==> src/rotary_position_embedding_macros.svh <==
// ----------------------------------------------------------------------------
// Rotary position embedding assertion macros
// Concurrent assertion shorthands. They expect clk and rst_n in scope.
// ----------------------------------------------------------------------------
`ifndef ROTARY_POSITION_EMBEDDING_MACROS_SVH
`define ROTARY_POSITION_EMBEDDING_MACROS_SVH

// The consequent must hold in the same cycle as the condition.
`define ROPE_ASSERT_IMPLY(label, cond, conseq, msg) \
  label: assert property (@(posedge clk) disable iff (!rst_n) (cond) |-> (conseq)) \
    else $error(msg);

// The consequent must hold in the cycle after the condition.
`define ROPE_ASSERT_NEXT(label, cond, conseq, msg) \
  label: assert property (@(posedge clk) disable iff (!rst_n) (cond) |=> (conseq)) \
    else $error(msg);

`endif

==> src/rope_pkg.sv <==
// ----------------------------------------------------------------------------
// Rotary position embedding package
// Widths, codes, item types and the arctangent table shared by the block.
// ----------------------------------------------------------------------------
package rope_pkg;

  localparam int HALF_DIM_MAX_DEF = 64;
  localparam int CORDIC_STEPS_DEF = 16;
  localparam int ATAN_ENTRIES     = 24;

  // Depth of the queue between front and back; a power of two.
  localparam int QUEUE_DEPTH = 4;

  localparam int VAL_W    = 16;
  localparam int POS_W    = 16;
  localparam int FREQ_W   = 32;
  localparam int IDX_IN_W = 6;
  localparam int LIMIT_W  = 17;
  localparam int STATUS_W = 2;
  localparam int PHASE_W  = 32;

  // Datapath widths: rotation coordinates, residual angle, gain product.
  localparam int XW     = 36;
  localparam int ZW     = 34;
  localparam int PROD_W = 68;

  localparam int FRAC_SHIFT  = 16;
  localparam int ROUND_SHIFT = 46;

  // Inverse CORDIC gain in unsigned Q1.30.
  localparam logic [30:0] GAIN_INV_Q30 = 31'd652032874;

  localparam logic [LIMIT_W-1:0] LIMIT_RESET = 17'd8192;

  localparam logic OP_ROTATE = 1'b0;
  localparam logic OP_LOAD   = 1'b1;

  typedef enum logic [STATUS_W-1:0] {
    ST_ROTATED = 2'd0,
    ST_PASSED  = 2'd1,
    ST_LOADED  = 2'd2
  } rope_status_t;

  typedef struct packed {
    rope_status_t              status;
    logic [POS_W-1:0]          position;
    logic signed [VAL_W-1:0]   first_value;
    logic signed [VAL_W-1:0]   second_value;
    logic                      last_pair;
  } rope_item_t;

  typedef struct packed {
    rope_item_t        item;
    logic [FREQ_W-1:0] freq;
  } rope_job_t;

  // atan(2^-i) in units of 2^-32 turn.
  function automatic logic [PHASE_W-1:0] atan_turns(input int step);
    logic [PHASE_W-1:0] a;
    unique case (step)
      0:       a = 32'h2000_0000;
      1:       a = 32'h12E4_051D;
      2:       a = 32'h09FB_385B;
      3:       a = 32'h0511_11D4;
      4:       a = 32'h028B_0D43;
      5:       a = 32'h0145_D7E1;
      6:       a = 32'h00A2_F61E;
      7:       a = 32'h0051_7C55;
      8:       a = 32'h0028_BE53;
      9:       a = 32'h0014_5F2E;
      10:      a = 32'h000A_2F98;
      11:      a = 32'h0005_17CC;
      12:      a = 32'h0002_8BE6;
      13:      a = 32'h0001_45F3;
      14:      a = 32'h0000_A2F9;
      15:      a = 32'h0000_517C;
      16:      a = 32'h0000_28BE;
      17:      a = 32'h0000_145F;
      18:      a = 32'h0000_0A2F;
      19:      a = 32'h0000_0517;
      20:      a = 32'h0000_028B;
      21:      a = 32'h0000_0145;
      22:      a = 32'h0000_00A2;
      23:      a = 32'h0000_0051;
      default: a = '0;
    endcase
    return a;
  endfunction

endpackage

==> src/rope_fifo.sv <==
// ----------------------------------------------------------------------------
// Rotary position embedding queue
// Short first-in first-out queue between front end and rotation pipeline.
// ----------------------------------------------------------------------------
module rope_fifo (
  input  logic                 clk,
  input  logic                 rst_n,
  input  logic                 push_valid,
  output logic                 push_ready,
  input  rope_pkg::rope_job_t  push_data,
  output logic                 pop_valid,
  input  logic                 pop_ready,
  output rope_pkg::rope_job_t  pop_data
);
  import rope_pkg::*;

  localparam int PTR_W = $clog2(QUEUE_DEPTH);
  localparam int CNT_W = $clog2(QUEUE_DEPTH + 1);

  rope_job_t        entry_r [QUEUE_DEPTH];
  logic [PTR_W-1:0] wr_ptr_r;
  logic [PTR_W-1:0] rd_ptr_r;
  logic [CNT_W-1:0] count_r;
  logic             do_push;
  logic             do_pop;

  assign push_ready = (count_r != CNT_W'(QUEUE_DEPTH));
  assign pop_valid  = (count_r != '0);
  assign pop_data   = entry_r[rd_ptr_r];
  assign do_push    = push_valid && push_ready;
  assign do_pop     = pop_valid && pop_ready;

  always_ff @(posedge clk) begin
    if (do_push) begin
      entry_r[wr_ptr_r] <= push_data;
    end
  end

  always_ff @(posedge clk) begin
    if (!rst_n) begin
      wr_ptr_r <= '0;
      rd_ptr_r <= '0;
      count_r  <= '0;
    end else begin
      if (do_push) begin
        wr_ptr_r <= wr_ptr_r + 1'b1;
      end
      if (do_pop) begin
        rd_ptr_r <= rd_ptr_r + 1'b1;
      end
      count_r <= count_r + CNT_W'(do_push) - CNT_W'(do_pop);
    end
  end

endmodule

==> config.mk <==
export PLATFORM = sky130hd
export DESIGN_NAME = rope_fifo
export DESIGN_NICKNAME = d
export VERILOG_FILES = /design/src/rotary_position_embedding_macros.svh /design/src/rope_pkg.sv /design/src/rope_fifo.sv
export SDC_FILE = /design/constraint.sdc
export NUM_CORES = 1
export LEC_CHECK = 0
export BUFFER_PORTS_ARGS = -buffer_cell sky130_fd_sc_hd__buf_2
export CAP_MARGIN = 20
export CORE_ASPECT_RATIO = 0.8
export CORE_MARGIN = 2
export CORE_UTILIZATION = 59
export DETAILED_ROUTE_END_ITERATION = 12
export MAX_ROUTING_LAYER = met4
export PLACE_DENSITY = 0.87
export SYNTH_ARGS = -nofsm -noshare
export SYNTH_HDL_FRONTEND = slang
export SYNTH_SLANG_ARGS = --single-unit
export TNS_END_PERCENT = 100
==> constraint.sdc <==
create_clock -name clk -period 5.9 [get_ports clk]
set_clock_uncertainty 0.15 [all_clocks]
set_input_delay 0.59 -clock clk [delete_from_list [all_inputs] [get_ports clk]]
set_output_delay 0.59 -clock clk [all_outputs]
set_load 0.02 [all_outputs]
==> results of run 1 <==
-- how the worst max path moves through the flow --
stage                    start              to  slack [ns]  cells past startpoint
floorplan           push_valid   entry_r[0][0]        2.34                      2
global placement    push_valid  entry_r[3][60]        2.85                      4
detailed placement  push_valid  entry_r[1][60]        2.75                      4
CTS                       flop     pop_data[6]        2.34                      3
global route              flop     pop_data[6]        2.22                      3
finish                    flop     pop_data[8]        2.45                      3
-- worst reg2reg max path, stage by stage, from the launching register on --
cell,delay [ns]
dfxtp_1,0.46
nor2_1,0.10
a21boi_1,0.56
and2_4,0.67
buf_4,0.66
-- state kept, by name, indices dropped and copies added (netlist names), named ones only --
signal    count
count_r       3
entry_r     332
rd_ptr_r      2
wr_ptr_r      2
-- cells in the final DEF (no fill, tap or decap), drive strengths merged, types with 5 or more instances in the layout --
cell type and count:
edfxtp 332, buf 178, mux4 83, clkbuf 32, clkinv 11, bufinv 9, dfxtp 9, and2 7
ha 6, inv 6, diode 5, nand2 5
-- metrics by stage --
stage	power (mW)	setup slack, ns
5_1_grt	6.98	2.22
3_3_place_gp	4.57	2.85
3_5_place_dp	4.63	2.75
2_1_floorplan	4.17	2.34
4_1_cts	6.80	2.34
6_report	6.74	2.45
-- logic make-up (layout without fill, tap and decap cells) --
family	after synthesis	count (layout)
flops	341	341
mux	85	85
buf+inv	24	240
simple gates	17	17
fa+ha+maj	7	7
xor+xnor	4	4
compound gates	3	3
other cells	0	5
-- power breakdown --
group | internal [mW] | switching (mW) | total (mW)
Combinational | 0.634 | 0.859 | 1.49
Clock | 1.35 | 0.823 | 2.18
Sequential | 2.94 | 0.132 | 3.07
-- cell type report --
type                    count  area (µm²)
well taps                 269         337
diodes                      5        12.5
clock buffers              32         779
flip-flops and latches    341       10200
fillers                  1224        5960
clock inverters            25         358
inverters                   5        18.8
repair buffers            178         928
multi-input cells         116        2150
-- per-layer routing --
metal	share of wire (%)	GRT usage (%)	up-vias	wire length, µm
met5	0	-	-	0
met4	1.3	3.88	0	293
met3	8.4	4.69	27	1890
met2	50	34.3	268	11300
met1	40	29.6	2986	9090
li1	-	-	2450	-
==> impl_results.md, run 1 <==
- Status: completed
- Layout Area Growth over Synthesis: 18.4%
- Pwr/cell area: 457 nW/µm²
- Mean Syn Cell Area: 25.9 µm²
- Total Nets Final: 767
- Synth top area cells: edfxtp_1 (80%), mux4_2 (15%), dfxtp_1 (1.4%)
- Final Instance Count excl. Fillers: 971
- Setup Viol. Count Final: 0
- Max frequency: 290 MHz
- WHS: roughly 0.12 ns
- Most common library cells after synthesis: edfxtp_1 (332), mux4_2 (83), buf_2 (9), dfxtp_1 (9), buf_6 (8)
- CTS clk-pin slew, worst paths: 0.06 ns
- Core box area: 20,700 µm²
- Crit path arrival time: 2.71 ns
- R2R Setup Slk: ~2.9 ns
- Max stage delay on crit path: around 0.73 ns
- Sequential area share after synthesis: 81.5%
- WL final: 22.5 mm
- Gpl congestion: 0.758
- Die ar.: 22,300 µm²
- Overall die height: ~130 µm
- CP endpoint kind: output port
- Worst r2r src: count_r[1]
- Largest net degree at the start of global routing: 46
- Vias after detailed routing: between 5,000 and 6,000
- Worst path slowest cell: dfxtp_4
- Hold_sp: push_data[66]
- Area post-placement: 13,600 µm²
- Global route overflow: 0
- Setup TNS: 0 ns
- WHS Endpoint: entry_r[2][66]
- Post-synth ARST share: 0%
- Die width: around 170 µm
- Share of layout cells above drive strength 1: between 40% and 50%
- Placed insts: 909
- Fin. Hold Viols: 0
- R2R depth: 4
- Area leader, netlist: edfxtp_1
- Max Fanout on Critical Path: 29
- Clock Latency Late Sink: 0.53 ns
- Global-route wire length before repair: 35.2 mm
- GRT Total Usage: a little over a fifth
- TritonCTS clock tree: built
- # Post-CTS Setup Buffers: 0
- Reg2reg end: entry_r[1][4]
- Critical Path, Cell by Cell: buf_4 -> mux4_2 -> buf_2
- Seq cells post-synth: around 340
- Vias in the first global route: 6,063
- Clk sinks: 341
- Distinct cells, synth: 19
- Final Cycle Share: 58.5%
- Class of the worst hold path: in2reg
- EDFF count, synth: approximately 330
- Static leakage: 4.95 nW
- Tmin final: ~3.5 ns
- Port buffer count: roughly 170
- Vias per inst: 5.90
- Peak supply drop: 0.381 mV
- Max-cap violations: 0
- Hold depth: 1
- Worst Setup Start Kind: flop
- CTS buffer count: 31
- Wire per inst: around 23 µm
- WP data required: 5.16 ns
- Yosys warns: 0
- Max Transition Viols Final: 0
- Row cnt: 47
- Post-Syn Area: between 10,000 and 15,000 µm²
- Cells after Synth: 481
- Worst-Margin Slew: 0.665 ns
- Critical path class: reg2out
- Initial Utilization: around three fifths
- HPWL after DPL: approximately 14 mm
- Mux cell area share after synthesis: between 10% and 20%
- CTS root buf: clkbuf_16
- Top Ports: 172
- DRT Pass-1 Iters: 5
- DRT iter0 DRCs: 609
- Relative slew slack: 55.6%
- Syn nets: 575
- RSZ-0062 raised after global routing: no
- Top cell type's share of synthesized area: roughly 80%
- Antenna Violating Nets Remaining: 0
- Final instance area: 14,700 µm²
- Hold_buf cts: 0
- H-tree depth: 1
- Top Family by Delay on Critical Path: buffers and inverters
- Most common cell in the netlist: edfxtp_1
- Post-CTS resize count: 0
- Xor/xnor share of the synthesized area: less than 1%
- Detailed-route DRC error count: 0
- Largest family of logic cells by synthesized area: multiplexers
- Compound-Gate Fraction of Synth Area: less than 1%
- Util after Layout: 71.2%
- Adder-cell share of the synthesized area: less than 1%
- Initial antenna violation count: 5
- Main synth FF type: edfxtp_1
- Post-synthesis simple-gate area fraction: less than 1%
- Buffers & Inverters on Critical Path: 2
- Clk buf depth: 3
No activity file was read; power rests on OpenSTA's default activity.
==> run 2: changes to the inputs <==
--- a/config.mk
+++ b/config.mk
@@ -9,10 +9,10 @@
 export CAP_MARGIN = 20
 export CORE_ASPECT_RATIO = 0.8
 export CORE_MARGIN = 2
-export CORE_UTILIZATION = 59
+export CORE_UTILIZATION = 51
 export DETAILED_ROUTE_END_ITERATION = 12
 export MAX_ROUTING_LAYER = met4
-export PLACE_DENSITY = 0.87
+export PLACE_DENSITY = 0.8
 export SYNTH_ARGS = -nofsm -noshare
 export SYNTH_HDL_FRONTEND = slang
 export SYNTH_SLANG_ARGS = --single-unit
==> constraint.sdc (replaced) <==
create_clock -name clk -period 2.9 [get_ports clk]
set_clock_uncertainty 0.15 [all_clocks]
set_input_delay 0.29 -clock clk [delete_from_list [all_inputs] [get_ports clk]]
set_output_delay 0.29 -clock clk [all_outputs]
set_load 0.02 [all_outputs]
==> impl_results.md, run 2 (synthesized netlist as in run 1, its figures left out) <==
- Share of layout cells above drive strength 1: 41.4% (was 45.6%)
- Clk sinks: 341 (unchanged)
- Fin. Hold Viols: 0 (unchanged)
- Setup TNS: 0 ns (unchanged)
- Max frequency: around 370 MHz
- HPWL after DPL: 14.5 mm (was 13.6 mm)
- Die ar.: 25,700 µm² (was 22,300 µm²)
- CTS clk-pin slew, worst paths: 0.06 ns (about the same)
- Max-cap violations: 0 (unchanged)
- Core box area: 24,200 µm² (was 20,700 µm²)
- Tmin final: 2.70 ns
- Regs by FF count: entry_r: 332 flops, count_r: 3 flops (unchanged)
- Biggest register: entry_r (unchanged)
- RSZ-0062 raised after global routing: no (unchanged)
- Overall die height: 144 µm (was 134 µm)
- Worst-Margin Slew: 0.539 ns (was 0.665 ns)
- Crit path arrival time: 2.94 ns (was 2.71 ns)
- Initial antenna violation count: 1 (was 5)
- Total Nets Final: 867 (was 767)
- Wire per inst: 21.5 µm (was 23.2 µm)
- Met3 routed WL: 1.66 mm (was 1.89 mm)
- Setup Viol. Count Final: 0 (unchanged)
- H-tree depth: 2 (was 1)
- Top Family by Delay on Critical Path: adder cells (was buffers and inverters)
- Post-Route M1 WL: 9.80 mm (was 9.09 mm)
- Static leakage: 5.40 nW (was 4.95 nW)
- Top Ports: 172 (unchanged)
- Max stage delay on crit path: 0.51 ns (was 0.73 ns)
- Met2 WL: 12.1 mm (was 11.3 mm)
- TritonCTS clock tree: built (unchanged)
- Buffers & Inverters on Critical Path: 3 (was 2)
- Worst path slowest cell: dfxtp_1 (was dfxtp_4)
- Post-CTS resize count: 0 (unchanged)
- Commonest non-fill, non-tap cell in the layout: edfxtp_1 (unchanged)
- Layout Area Growth over Synthesis: 27.1% (was 18.4%)
- Final Instance Count excl. Fillers: 1,113 (was 971)
- Clock Latency Late Sink: 0.50 ns (was 0.53 ns)
- GRT Total Usage: 19.4% (was 21.4%)
- Class of the worst hold path: in2reg (unchanged)
- CTS root buf: clkbuf_16 (unchanged)
- DRT Pass-1 Iters: 5 (unchanged)
- Placed insts: 971 (was 909)
- Max Fanout on Critical Path: 6 (was 29)
- Vias per inst: 5.38 (was 5.90)
- # Post-CTS Setup Buffers: 0 (unchanged)
- Relative slew slack: 64.0% (was 55.6%)
- DRT iter0 DRCs: 396 (was 609)
- Critical Path, Cell by Cell: nor2_1 -> a21boi_1 -> inv_1 -> ha_1 -> inv_1 -> ha_1 -> inv_1 -> fa_1 -> xnor2_1 -> xnor2_1 -> and2_1 (was buf_4 -> mux4_2 -> buf_2)
- Detailed-route DRC error count: 0 (unchanged)
- Max reg flops: 332 (unchanged)
- Largest net degree at the start of global routing: 54 (was 46)
- Peak supply drop: 0.697 mV (was 0.381 mV)
- Vias in the first global route: 6,456 (was 6,063)
- WL final: 24.0 mm (was 22.5 mm)
- Row cnt: 51 (was 47)
- Critical path class: reg2reg (was reg2out)
- Vias after detailed routing: 5,993 (was 5,731)
- Worst Setup Start Kind: flop (unchanged)
- Most frequent cells in the layout: edfxtp_1 (332), buf_2 (171), dlygate4sd3_1 (84) (was edfxtp_1 (332), buf_2 (171), mux4_2 (83))
- Antenna Violating Nets Remaining: 0 (unchanged)
- Die width: 179 µm (was 166 µm)
- WP data required: 3.14 ns (was 5.16 ns)
- CTS buffer count: 34 (was 31)
- Global route overflow: 0 (unchanged)
- Top sig layer: met4 (unchanged)
- CP endpoint kind: flop (was output port)
- Max Transition Viols Final: 0 (unchanged)
- Port buffer count: 171 (unchanged)
- Status: completed (unchanged)
- Initial Utilization: 51.5% (was 60.1%)
- Gpl congestion: 0.768 (was 0.758)
- Final Cycle Share: 93.3%
- Clk buf depth: 3 (unchanged)
- Pwr/cell area: 871 nW/µm² (was 457 nW/µm²)
- Crit-path most repeated cell: inv_1
- Global-route wire length before repair: 35.8 mm (was 35.2 mm)
[run 2: timing repair]
item / CTS / global route
hold buffers: 84 / 0
hold endpoints to repair: 340 / 0
setup endpoints to repair: 0 / 0
[run 2: tightest hold or removal path: cells and delay by family]
kind | cells | cell delay [ns]
xor gates and xnor gates | 1 | 0.08
AOI/OAI and AO/OA | 1 | 0.13
buffers and inverters | 1 | 0.11
and+or+nand+nor | 1 | 0.16
[run 2: routing by layer]
metal | global-route usage, % | up-vias
met5 | - | -
met4 | 5.48 | 0
met3 | 3.94 | 36
met2 | 31.8 | 209
met1 | 25.0 | 3100
li1 | - | 2648
[run 2: worst paths after layout]
check                    from     endpoint  slack (ns)  cells after the start
setup reg to reg   count_r[1]   count_r[2]        0.20                     11
setup / recovery   count_r[1]   count_r[2]        0.20                     11
hold reg to reg   wr_ptr_r[0]  wr_ptr_r[0]        0.37                      2
hold / removal      pop_ready         flop        0.16                      4
[run 2: area by class of cell]
| type | count | area (µm²) |
|---|---|---|
| flip-flops and latches | 341 | 10200 |
| fillers | 1551 | 8370 |
| multi-input cells | 116 | 2150 |
| repair buffers | 275 | 2010 |
| clock buffers | 41 | 928 |
| well taps | 318 | 398 |
| clock inverters | 16 | 155 |
| inverters | 5 | 18.8 |
| diodes | 1 | 2.50 |
[run 2: where the power goes]
group	leakage [nW]	internal [mW]	switching (mW)	total, mW
Sequential	3.12	5.97	0.258	6.23
Combinational	1.75	1.52	1.82	3.34
Clock	0.535	2.54	1.68	4.21
Total	5.40	10.0	3.76	13.8
[run 2: per-stage QoR]
stage          hold slack [ns]  instance area [µm²]  total power [mW]  utilization (%)  worst slack (ns)
2_1_floorplan            0.239                12500              8.47                -             0.331
3_3_place_gp             0.327                13900              9.48             57.4             0.542
3_5_place_dp             0.358                13900              9.62             57.4             0.277
4_1_cts                  0.146                15800              13.9             65.4             0.175
5_1_grt                  0.177                15800              14.3             65.4            0.0962
6_report                 0.164                15800              13.8             65.4             0.195
