File: src/rotary_position_embedding_macros.svh
// ----------------------------------------------------------------------------
// Rotary position embedding assertion macros
// Concurrent assertion shorthands. They expect clk and rst_n in scope.
// ----------------------------------------------------------------------------
`ifndef ROTARY_POSITION_EMBEDDING_MACROS_SVH
`define ROTARY_POSITION_EMBEDDING_MACROS_SVH

// The consequent must hold in the same cycle as the condition.
`define ROPE_ASSERT_IMPLY(label, cond, conseq, msg) \
  label: assert property (@(posedge clk) disable iff (!rst_n) (cond) |-> (conseq)) \
    else $error(msg);

// The consequent must hold in the cycle after the condition.
`define ROPE_ASSERT_NEXT(label, cond, conseq, msg) \
  label: assert property (@(posedge clk) disable iff (!rst_n) (cond) |=> (conseq)) \
    else $error(msg);

`endif

File: src/rope_pkg.sv
// ----------------------------------------------------------------------------
// Rotary position embedding package
// Widths, codes, item types and the arctangent table shared by the block.
// ----------------------------------------------------------------------------
package rope_pkg;

  localparam int HALF_DIM_MAX_DEF = 64;
  localparam int CORDIC_STEPS_DEF = 16;
  localparam int ATAN_ENTRIES     = 24;

  // Depth of the queue between front and back; a power of two.
  localparam int QUEUE_DEPTH = 4;

  localparam int VAL_W    = 16;
  localparam int POS_W    = 16;
  localparam int FREQ_W   = 32;
  localparam int IDX_IN_W = 6;
  localparam int LIMIT_W  = 17;
  localparam int STATUS_W = 2;
  localparam int PHASE_W  = 32;

  // Datapath widths: rotation coordinates, residual angle, gain product.
  localparam int XW     = 36;
  localparam int ZW     = 34;
  localparam int PROD_W = 68;

  localparam int FRAC_SHIFT  = 16;
  localparam int ROUND_SHIFT = 46;

  // Inverse CORDIC gain in unsigned Q1.30.
  localparam logic [30:0] GAIN_INV_Q30 = 31'd652032874;

  localparam logic [LIMIT_W-1:0] LIMIT_RESET = 17'd8192;

  localparam logic OP_ROTATE = 1'b0;
  localparam logic OP_LOAD   = 1'b1;

  typedef enum logic [STATUS_W-1:0] {
    ST_ROTATED = 2'd0,
    ST_PASSED  = 2'd1,
    ST_LOADED  = 2'd2
  } rope_status_t;

  typedef struct packed {
    rope_status_t              status;
    logic [POS_W-1:0]          position;
    logic signed [VAL_W-1:0]   first_value;
    logic signed [VAL_W-1:0]   second_value;
    logic                      last_pair;
  } rope_item_t;

  typedef struct packed {
    rope_item_t        item;
    logic [FREQ_W-1:0] freq;
  } rope_job_t;

  // atan(2^-i) in units of 2^-32 turn.
  function automatic logic [PHASE_W-1:0] atan_turns(input int step);
    logic [PHASE_W-1:0] a;
    unique case (step)
      0:       a = 32'h2000_0000;
      1:       a = 32'h12E4_051D;
      2:       a = 32'h09FB_385B;
      3:       a = 32'h0511_11D4;
      4:       a = 32'h028B_0D43;
      5:       a = 32'h0145_D7E1;
      6:       a = 32'h00A2_F61E;
      7:       a = 32'h0051_7C55;
      8:       a = 32'h0028_BE53;
      9:       a = 32'h0014_5F2E;
      10:      a = 32'h000A_2F98;
      11:      a = 32'h0005_17CC;
      12:      a = 32'h0002_8BE6;
      13:      a = 32'h0001_45F3;
      14:      a = 32'h0000_A2F9;
      15:      a = 32'h0000_517C;
      16:      a = 32'h0000_28BE;
      17:      a = 32'h0000_145F;
      18:      a = 32'h0000_0A2F;
      19:      a = 32'h0000_0517;
      20:      a = 32'h0000_028B;
      21:      a = 32'h0000_0145;
      22:      a = 32'h0000_00A2;
      23:      a = 32'h0000_0051;
      default: a = '0;
    endcase
    return a;
  endfunction

endpackage

File: src/rope_in_if.sv
// ----------------------------------------------------------------------------
// Rotary position embedding input channel
// Valid/ready channel carrying one rotate or load item.
// ----------------------------------------------------------------------------
interface rope_in_if;
  logic                                valid;
  logic                                ready;
  logic                                operation;
  logic [rope_pkg::IDX_IN_W-1:0]       freq_index;
  logic [rope_pkg::POS_W-1:0]          position;
  logic signed [rope_pkg::VAL_W-1:0]   first_value;
  logic signed [rope_pkg::VAL_W-1:0]   second_value;
  logic [rope_pkg::FREQ_W-1:0]         frequency_word;
  logic                                last_pair;

  modport source (
    output valid, operation, freq_index, position, first_value, second_value,
           frequency_word, last_pair,
    input  ready
  );

  modport sink (
    input  valid, operation, freq_index, position, first_value, second_value,
           frequency_word, last_pair,
    output ready
  );
endinterface

File: src/rope_front.sv
// ----------------------------------------------------------------------------
// Rotary position embedding front end
// Accepts items, owns the frequency table and the position limit, and
// classifies each item before handing it to the queue.
// ----------------------------------------------------------------------------
module rope_front #(
  parameter int HALF_DIM_MAX = rope_pkg::HALF_DIM_MAX_DEF
) (
  input  logic                           clk,
  input  logic                           rst_n,
  input  logic                           cfg_we,
  input  logic [rope_pkg::LIMIT_W-1:0]   cfg_wdata,
  rope_in_if.sink                        in_ch,
  output logic                           push_valid,
  input  logic                           push_ready,
  output rope_pkg::rope_job_t            push_data
);
  import rope_pkg::*;

  localparam int IDX_W = (HALF_DIM_MAX > 1) ? $clog2(HALF_DIM_MAX) : 1;

  logic [FREQ_W-1:0]  freq_mem [HALF_DIM_MAX];
  logic [FREQ_W-1:0]  rd_data_r;
  logic [LIMIT_W-1:0] limit_r;
  logic [IDX_W-1:0]   idx;
  logic               accept;
  logic               s1_valid_r;
  logic               s1_valid_nxt;
  rope_item_t         s1_r;
  rope_item_t         s1_nxt;

  assign in_ch.ready = !s1_valid_r || push_ready;
  assign accept      = in_ch.valid && in_ch.ready;

  // The index wraps modulo the table depth; the fold is a small constant table.
  always_comb begin
    idx = '0;
    for (int k = 0; k < (1 << IDX_IN_W); k++) begin
      if (in_ch.freq_index == IDX_IN_W'(k)) begin
        idx = IDX_W'(k % HALF_DIM_MAX);
      end
    end
  end

  always_comb begin
    s1_nxt.position     = in_ch.position;
    s1_nxt.first_value  = in_ch.first_value;
    s1_nxt.second_value = in_ch.second_value;
    s1_nxt.last_pair    = in_ch.last_pair;
    priority if (in_ch.operation == OP_LOAD) begin
      s1_nxt.status = ST_LOADED;
    end else if ({1'b0, in_ch.position} >= limit_r) begin
      s1_nxt.status = ST_PASSED;
    end else begin
      s1_nxt.status = ST_ROTATED;
    end
  end

  assign s1_valid_nxt = accept || (s1_valid_r && !push_ready);

  // Table write and registered read share the acceptance edge.
  always_ff @(posedge clk) begin
    if (accept) begin
      if (in_ch.operation == OP_LOAD) begin
        freq_mem[idx] <= in_ch.frequency_word;
      end
      rd_data_r <= freq_mem[idx];
      s1_r      <= s1_nxt;
    end
  end

  always_ff @(posedge clk) begin
    if (!rst_n) begin
      s1_valid_r <= 1'b0;
      limit_r    <= LIMIT_RESET;
    end else begin
      s1_valid_r <= s1_valid_nxt;
      if (cfg_we) begin
        limit_r <= cfg_wdata;
      end
    end
  end

  assign push_valid     = s1_valid_r;
  assign push_data.item = s1_r;
  assign push_data.freq = rd_data_r;

endmodule

File: src/flat_wrapper.sv
// flat-port wrapper written by rule: the top's interface ports become plain ports
module rope_front_flat import rope_pkg::*;
#(
  parameter int HALF_DIM_MAX = rope_pkg::HALF_DIM_MAX_DEF
)
  (clk, rst_n, cfg_we, cfg_wdata, push_valid, push_ready, push_data, in_ch_valid, in_ch_operation, in_ch_freq_index, in_ch_position, in_ch_first_value, in_ch_second_value, in_ch_frequency_word, in_ch_last_pair, in_ch_ready);
  rope_in_if in_ch_i ();
  input  logic clk;
  input  logic rst_n;
  input  logic cfg_we;
  input  logic [rope_pkg::LIMIT_W-1:0] cfg_wdata;
  output logic push_valid;
  input  logic push_ready;
  output rope_pkg::rope_job_t push_data;
  input wire logic [$bits(in_ch_i.valid)-1:0] in_ch_valid;
  input wire logic [$bits(in_ch_i.operation)-1:0] in_ch_operation;
  input wire logic [$bits(in_ch_i.freq_index)-1:0] in_ch_freq_index;
  input wire logic [$bits(in_ch_i.position)-1:0] in_ch_position;
  input wire logic [$bits(in_ch_i.first_value)-1:0] in_ch_first_value;
  input wire logic [$bits(in_ch_i.second_value)-1:0] in_ch_second_value;
  input wire logic [$bits(in_ch_i.frequency_word)-1:0] in_ch_frequency_word;
  input wire logic [$bits(in_ch_i.last_pair)-1:0] in_ch_last_pair;
  output wire logic [$bits(in_ch_i.ready)-1:0] in_ch_ready;
  assign in_ch_i.valid = in_ch_valid;
  assign in_ch_i.operation = in_ch_operation;
  assign in_ch_i.freq_index = in_ch_freq_index;
  assign in_ch_i.position = in_ch_position;
  assign in_ch_i.first_value = in_ch_first_value;
  assign in_ch_i.second_value = in_ch_second_value;
  assign in_ch_i.frequency_word = in_ch_frequency_word;
  assign in_ch_i.last_pair = in_ch_last_pair;
  assign in_ch_ready = in_ch_i.ready;
  rope_front #(.HALF_DIM_MAX(HALF_DIM_MAX)) u_core (.clk(clk), .rst_n(rst_n), .cfg_we(cfg_we), .cfg_wdata(cfg_wdata), .in_ch(in_ch_i), .push_valid(push_valid), .push_ready(push_ready), .push_data(push_data));
endmodule
File: config.mk
export PLATFORM = sky130hd
export DESIGN_NAME = rope_front_flat
export DESIGN_NICKNAME = d
export VERILOG_FILES = /design/src/rotary_position_embedding_macros.svh /design/src/rope_pkg.sv /design/src/rope_in_if.sv /design/src/rope_front.sv /design/src/flat_wrapper.sv
export SDC_FILE = /design/constraint.sdc
export NUM_CORES = 2
export LEC_CHECK = 0
export ABC_AREA = 1
export BUFFER_PORTS_ARGS = -buffer_cell sky130_fd_sc_hd__buf_2
export CAP_MARGIN = 20
export CORE_MARGIN = 2
export CORE_UTILIZATION = 35
export CTS_CLUSTER_DIAMETER = 200
export DETAILED_ROUTE_END_ITERATION = 10
export PLACE_DENSITY_LB_ADDON = 0.2
export SETUP_SLACK_MARGIN = 0.3
export SLEW_MARGIN = 30
export SYNTH_ARGS = -nofsm -noshare
export SYNTH_HDL_FRONTEND = slang
export SYNTH_SLANG_ARGS = --single-unit
export TNS_END_PERCENT = 20
File: constraint.sdc
create_clock -name clk -period 6.1 [get_ports clk]
set_input_delay 0.305 -clock clk [delete_from_list [all_inputs] [get_ports clk]]
set_output_delay 0.305 -clock clk [all_outputs]
set_load 0.01 [all_outputs]
==> flow_results.xml <==
<?xml version="1.0" encoding="UTF-8"?>
<metrics>
  <group name="sta">
    <metric name="clock.fmax" unit="MHz">288</metric>
    <metric name="min_period" unit="ns">3.47</metric>
    <metric name="worst_tran_pin_value" unit="ns">1.03</metric>
    <metric name="final.setup.tns" unit="ns">0</metric>
    <metric name="grt_setup_unrepaired" unit="">false</metric>
    <metric name="slew-limit-headroom" unit="">0.315</metric>
    <metric name="hold_viol" unit="">0</metric>
    <metric name="final_min_period_over_clock_period" unit="">0.568</metric>
    <metric name="timing.final.setup_violations" unit="">0</metric>
    <metric name="clock_skew" unit="ns">0.0513</metric>
    <metric name="slew_viol_final" unit="">0</metric>
  </group>
  <group name="place">
    <metric name="dp_hpwl" unit="mm">175</metric>
    <metric name="finalWeightedCongestion" unit="">0.865</metric>
    <metric name="placed_cells" unit="">11900</metric>
    <metric name="placement.io_buffers" unit="">194</metric>
  </group>
  <group name="clocking">
    <metric name="htree_levels" unit="">4</metric>
    <metric name="clkLatencyLatePin" unit="ns">0.88</metric>
    <metric name="clock-sinks" unit="">2149</metric>
    <metric name="clkTransAtPathRegs" unit="ns">0.06</metric>
    <metric name="clock_tree.buffer_depth" unit="">3</metric>
    <metric name="cts_tree" unit="">yes</metric>
    <metric name="clock_root_buffer_master" unit="">clkbuf_16</metric>
    <metric name="tritoncts.num_buffers" unit="">225</metric>
    <metric name="post_cts_resize_count" unit="">0</metric>
  </group>
  <group name="setup_path">
    <metric name="cp_data_required_time" unit="ns">6.63</metric>
    <metric name="cp_max_fo" unit="">18</metric>
    <metric name="worstPathCellList" unit="">nand2_1 &gt; inv_1 &gt; nor3_4 &gt; nand2_1 &gt; nor2_4 &gt; buf_4</metric>
    <metric name="worstSetupEndpointType" unit="">register</metric>
    <metric name="cp_data_arrival_time" unit="ns">4.00</metric>
    <metric name="reg2reg_depth" unit="">6</metric>
    <metric name="cp-start-kind" unit="">register</metric>
    <metric name="rr_startpoint" unit="">u_core.push_valid</metric>
    <metric name="cpMostUsedCell" unit="">nand2_1</metric>
    <metric name="crit_slowest_cell" unit="">nor2_4</metric>
    <metric name="reg2reg_to" unit="">u_core.freq_mem[11][14]</metric>
    <metric name="cpLargestDelayFamily" unit="">simple AND/OR/NAND/NOR gates</metric>
    <metric name="worstSetupPathType" unit="">register to register</metric>
    <metric name="cp_slowest_stage_delay" unit="ns">0.76</metric>
    <metric name="reg2reg_slack" unit="ns">2.63</metric>
    <metric name="critical_path_buf_inv_count" unit="">2</metric>
  </group>
  <group name="outcome">
    <metric name="status" unit="">complete, no violations</metric>
  </group>
  <group name="global_routing">
    <metric name="grtUsageTotal" unit="">0.224</metric>
    <metric name="grt.overflow.total" unit="">0</metric>
    <metric name="number_of_antenna_violations_at_the_first_check_in_global_routing" unit="">34</metric>
    <metric name="maximum_number_of_pins_on_one_net_before_global_route_repair" unit="">166</metric>
    <metric name="global_route_wire_length_before_repair" unit="mm">420</metric>
    <metric name="via_count_of_the_first_global_routing_pass" unit="">58000</metric>
  </group>
  <group name="drt">
    <metric name="first_pass_iters" unit="">6</metric>
    <metric name="drt_first_iter_violations" unit="">6827</metric>
    <metric name="post_drt_via_cell_ratio" unit="">4.91</metric>
    <metric name="drtAntennaViolNets" unit="">0</metric>
    <metric name="drc" unit="">0</metric>
    <metric name="routed_wirelength" unit="mm">296</metric>
    <metric name="routedWlPerCell" unit="um">23.9</metric>
    <metric name="vias" unit="">60900</metric>
  </group>
  <group name="die">
    <metric name="die_width" unit="um">511</metric>
    <metric name="io_pins" unit="">195</metric>
    <metric name="std_cell_rows" unit="">185</metric>
    <metric name="vert_die_dim" unit="um">511</metric>
    <metric name="floorplan.initialDensity" unit="">0.353</metric>
    <metric name="die-area" unit="um2">261000</metric>
    <metric name="core" unit="um2">255000</metric>
  </group>
  <group name="cells_and_area">
    <metric name="filler_cell_count" unit="">24400</metric>
    <metric name="final_nets" unit="">8965</metric>
    <metric name="area_growth_syn_to_layout" unit="%">16.0</metric>
    <metric name="total_area_of_multi_input_combinational_cells" unit="um2">23200</metric>
    <metric name="layoutNonFillerInstCount" unit="">12400</metric>
    <metric name="ff_latch_area" unit="um2">64400</metric>
    <metric name="post_route_cells_drive_above_1_share" unit="">0.0872</metric>
  </group>
  <group name="worst_hold_path">
    <metric name="worst_hold_path_type" unit="">input pin to register</metric>
    <metric name="min_delay_worst_endpoint" unit="">u_core.freq_mem[50][24]</metric>
    <metric name="hp-start" unit="">in_ch_frequency_word[24]</metric>
    <metric name="min_delay_path_depth" unit="">2</metric>
  </group>
  <group name="synthesis">
    <metric name="ys_seq_elements" unit="">2149</metric>
    <metric name="synth_commonest_cells" unit="">nand2_1 (5,573), edfxtp_1 (2,131), buf_2 (195)</metric>
    <metric name="synthArstFlopShare" unit="">0</metric>
    <metric name="synth_largest_type_area_fraction" unit="">0.713</metric>
    <metric name="synth_area_leaders" unit="">edfxtp_1 (71%), nand2_1 (23%), buf_6 (1.3%)</metric>
    <metric name="synth_ff_type" unit="">edfxtp_1</metric>
    <metric name="netlist_instances" unit="">8552</metric>
    <metric name="yosys_warnings" unit="">0</metric>
    <metric name="syn_area" unit="um2">89800</metric>
    <metric name="avg_inst_size_synth" unit="um2">10.5</metric>
    <metric name="synth_top_cell_by_area" unit="">edfxtp_1</metric>
    <metric name="number_of_enable_type_register_cells_in_the_synthesized_netlist" unit="">2131</metric>
    <metric name="synth_nets" unit="">8678</metric>
    <metric name="ys_types" unit="">23</metric>
    <metric name="post-synth-top-count-cell" unit="">nand2_1</metric>
    <metric name="synth-seq-area-share" unit="">0.717</metric>
  </group>
  <group name="power">
    <metric name="power_density" unit="nW/um2">309</metric>
    <metric name="vdd.ir_drop.worst" unit="uV">233</metric>
    <metric name="cellLeakagePower" unit="nW">42.5</metric>
  </group>
  <group name="job">
    <metric name="drv.max_cap_violation_count" unit="">0</metric>
  </group>
</metrics>
## cell families after synthesis
group	share of synthesized area
adders and majority gates	0.00223
DFF	0.717
buffers and inverters	0.0316
and+or+nand+nor	0.242
AOI/OAI and AO/OA	0.00780
## cell usage in the layout, fill, tap and decap left out, drive strengths merged
cell type / instances
a21o: 1
a21oi: 85
buf: 378
bufinv: 22
clkbuf: 281
clkinv: 103
clkinvlp: 4
dfxtp: 18
diode: 9
dlygate4sd3: 109
edfxtp: 2131
ha: 16
inv: 61
nand2: 5573
nand3: 17
nand3b: 1
nand4: 8
nor2: 162
nor3: 4
o21a: 1
o21ai: 52
## power breakdown
part	internal, mW	switching, mW	total, mW
sequential	16.3	0.0565	16.4
combinational	0.495	1.66	2.15
clock	7.81	5.85	13.7
total	24.6	7.57	32.2
## layout make-up
class                   instances  area share
clock inverters               134      0.0125
diodes                          9    0.000216
multi-input cells            5920       0.222
clock buffers                 281      0.0571
inverters                      56     0.00223
flip-flops and latches       2149       0.618
well taps                    3366      0.0404
repair buffers                487      0.0476
## timing repair
item	4_1_cts	5_1_grt
buffers inserted	0	0
hold buffers	109	0
endpoints found under the setup margin	0	0
hold endpoints to repair	423	0
## how the worst max path moves through the flow
| stage | endpoint | cells past startpoint | slack [ns] | startpoint |
|---|---|---|---|---|
| detailed placement | u_core.rd_data_r[12] | 14 | 2.17 | in_ch_freq_index[0] |
| finish | u_core.freq_mem[11][14] | 6 | 2.63 | u_core.push_valid |
| global route | u_core.freq_mem[11][5] | 6 | 2.57 | u_core.push_valid |
| CTS | u_core.freq_mem[11][5] | 6 | 2.69 | u_core.push_valid |
| floorplan | u_core.push_data[32] | 3 | 1.56 | u_core.push_valid |
| global placement | u_core.rd_data_r[12] | 14 | 2.19 | in_ch_freq_index[0] |
## registers in the layout, indices dropped and copies added (netlist names)
signal,count
u_core.freq_mem,2048
u_core.limit_r,17
u_core.push_data,51
u_core.push_valid,1
u_core.rd_data_r,32
## worst reg2reg max path, delay by kind of cell, from the launching register on
kind,cells,cell delay (ns)
and+or+nand+nor,4,2.27
buffers and inverters,2,0.53
DFF,1,0.32
## metal layers
layer	vias up	track usage	wire [um]
met2	2235	0.355	136000
met3	407	0.0339	20700
met4	8	0.0932	12800
met1	29800	0.307	127000
met5	-	0	60
li1	28400	-	-
## metrics by stage
step	util	power (mW)	worst slack, ns	instance area, um2	hold WS, ns
floorplan	-	17.7	1.56	89800	0.404
global placement	0.369	18.8	2.19	94000	0.453
detailed placement	0.376	18.8	2.17	95800	0.456
CTS	0.409	32.4	2.69	104000	0.0232
global route	0.409	33.2	2.57	104000	0.0608
finish	0.409	32.2	2.63	104000	0.0740
(Power assumes the default switching activity.)
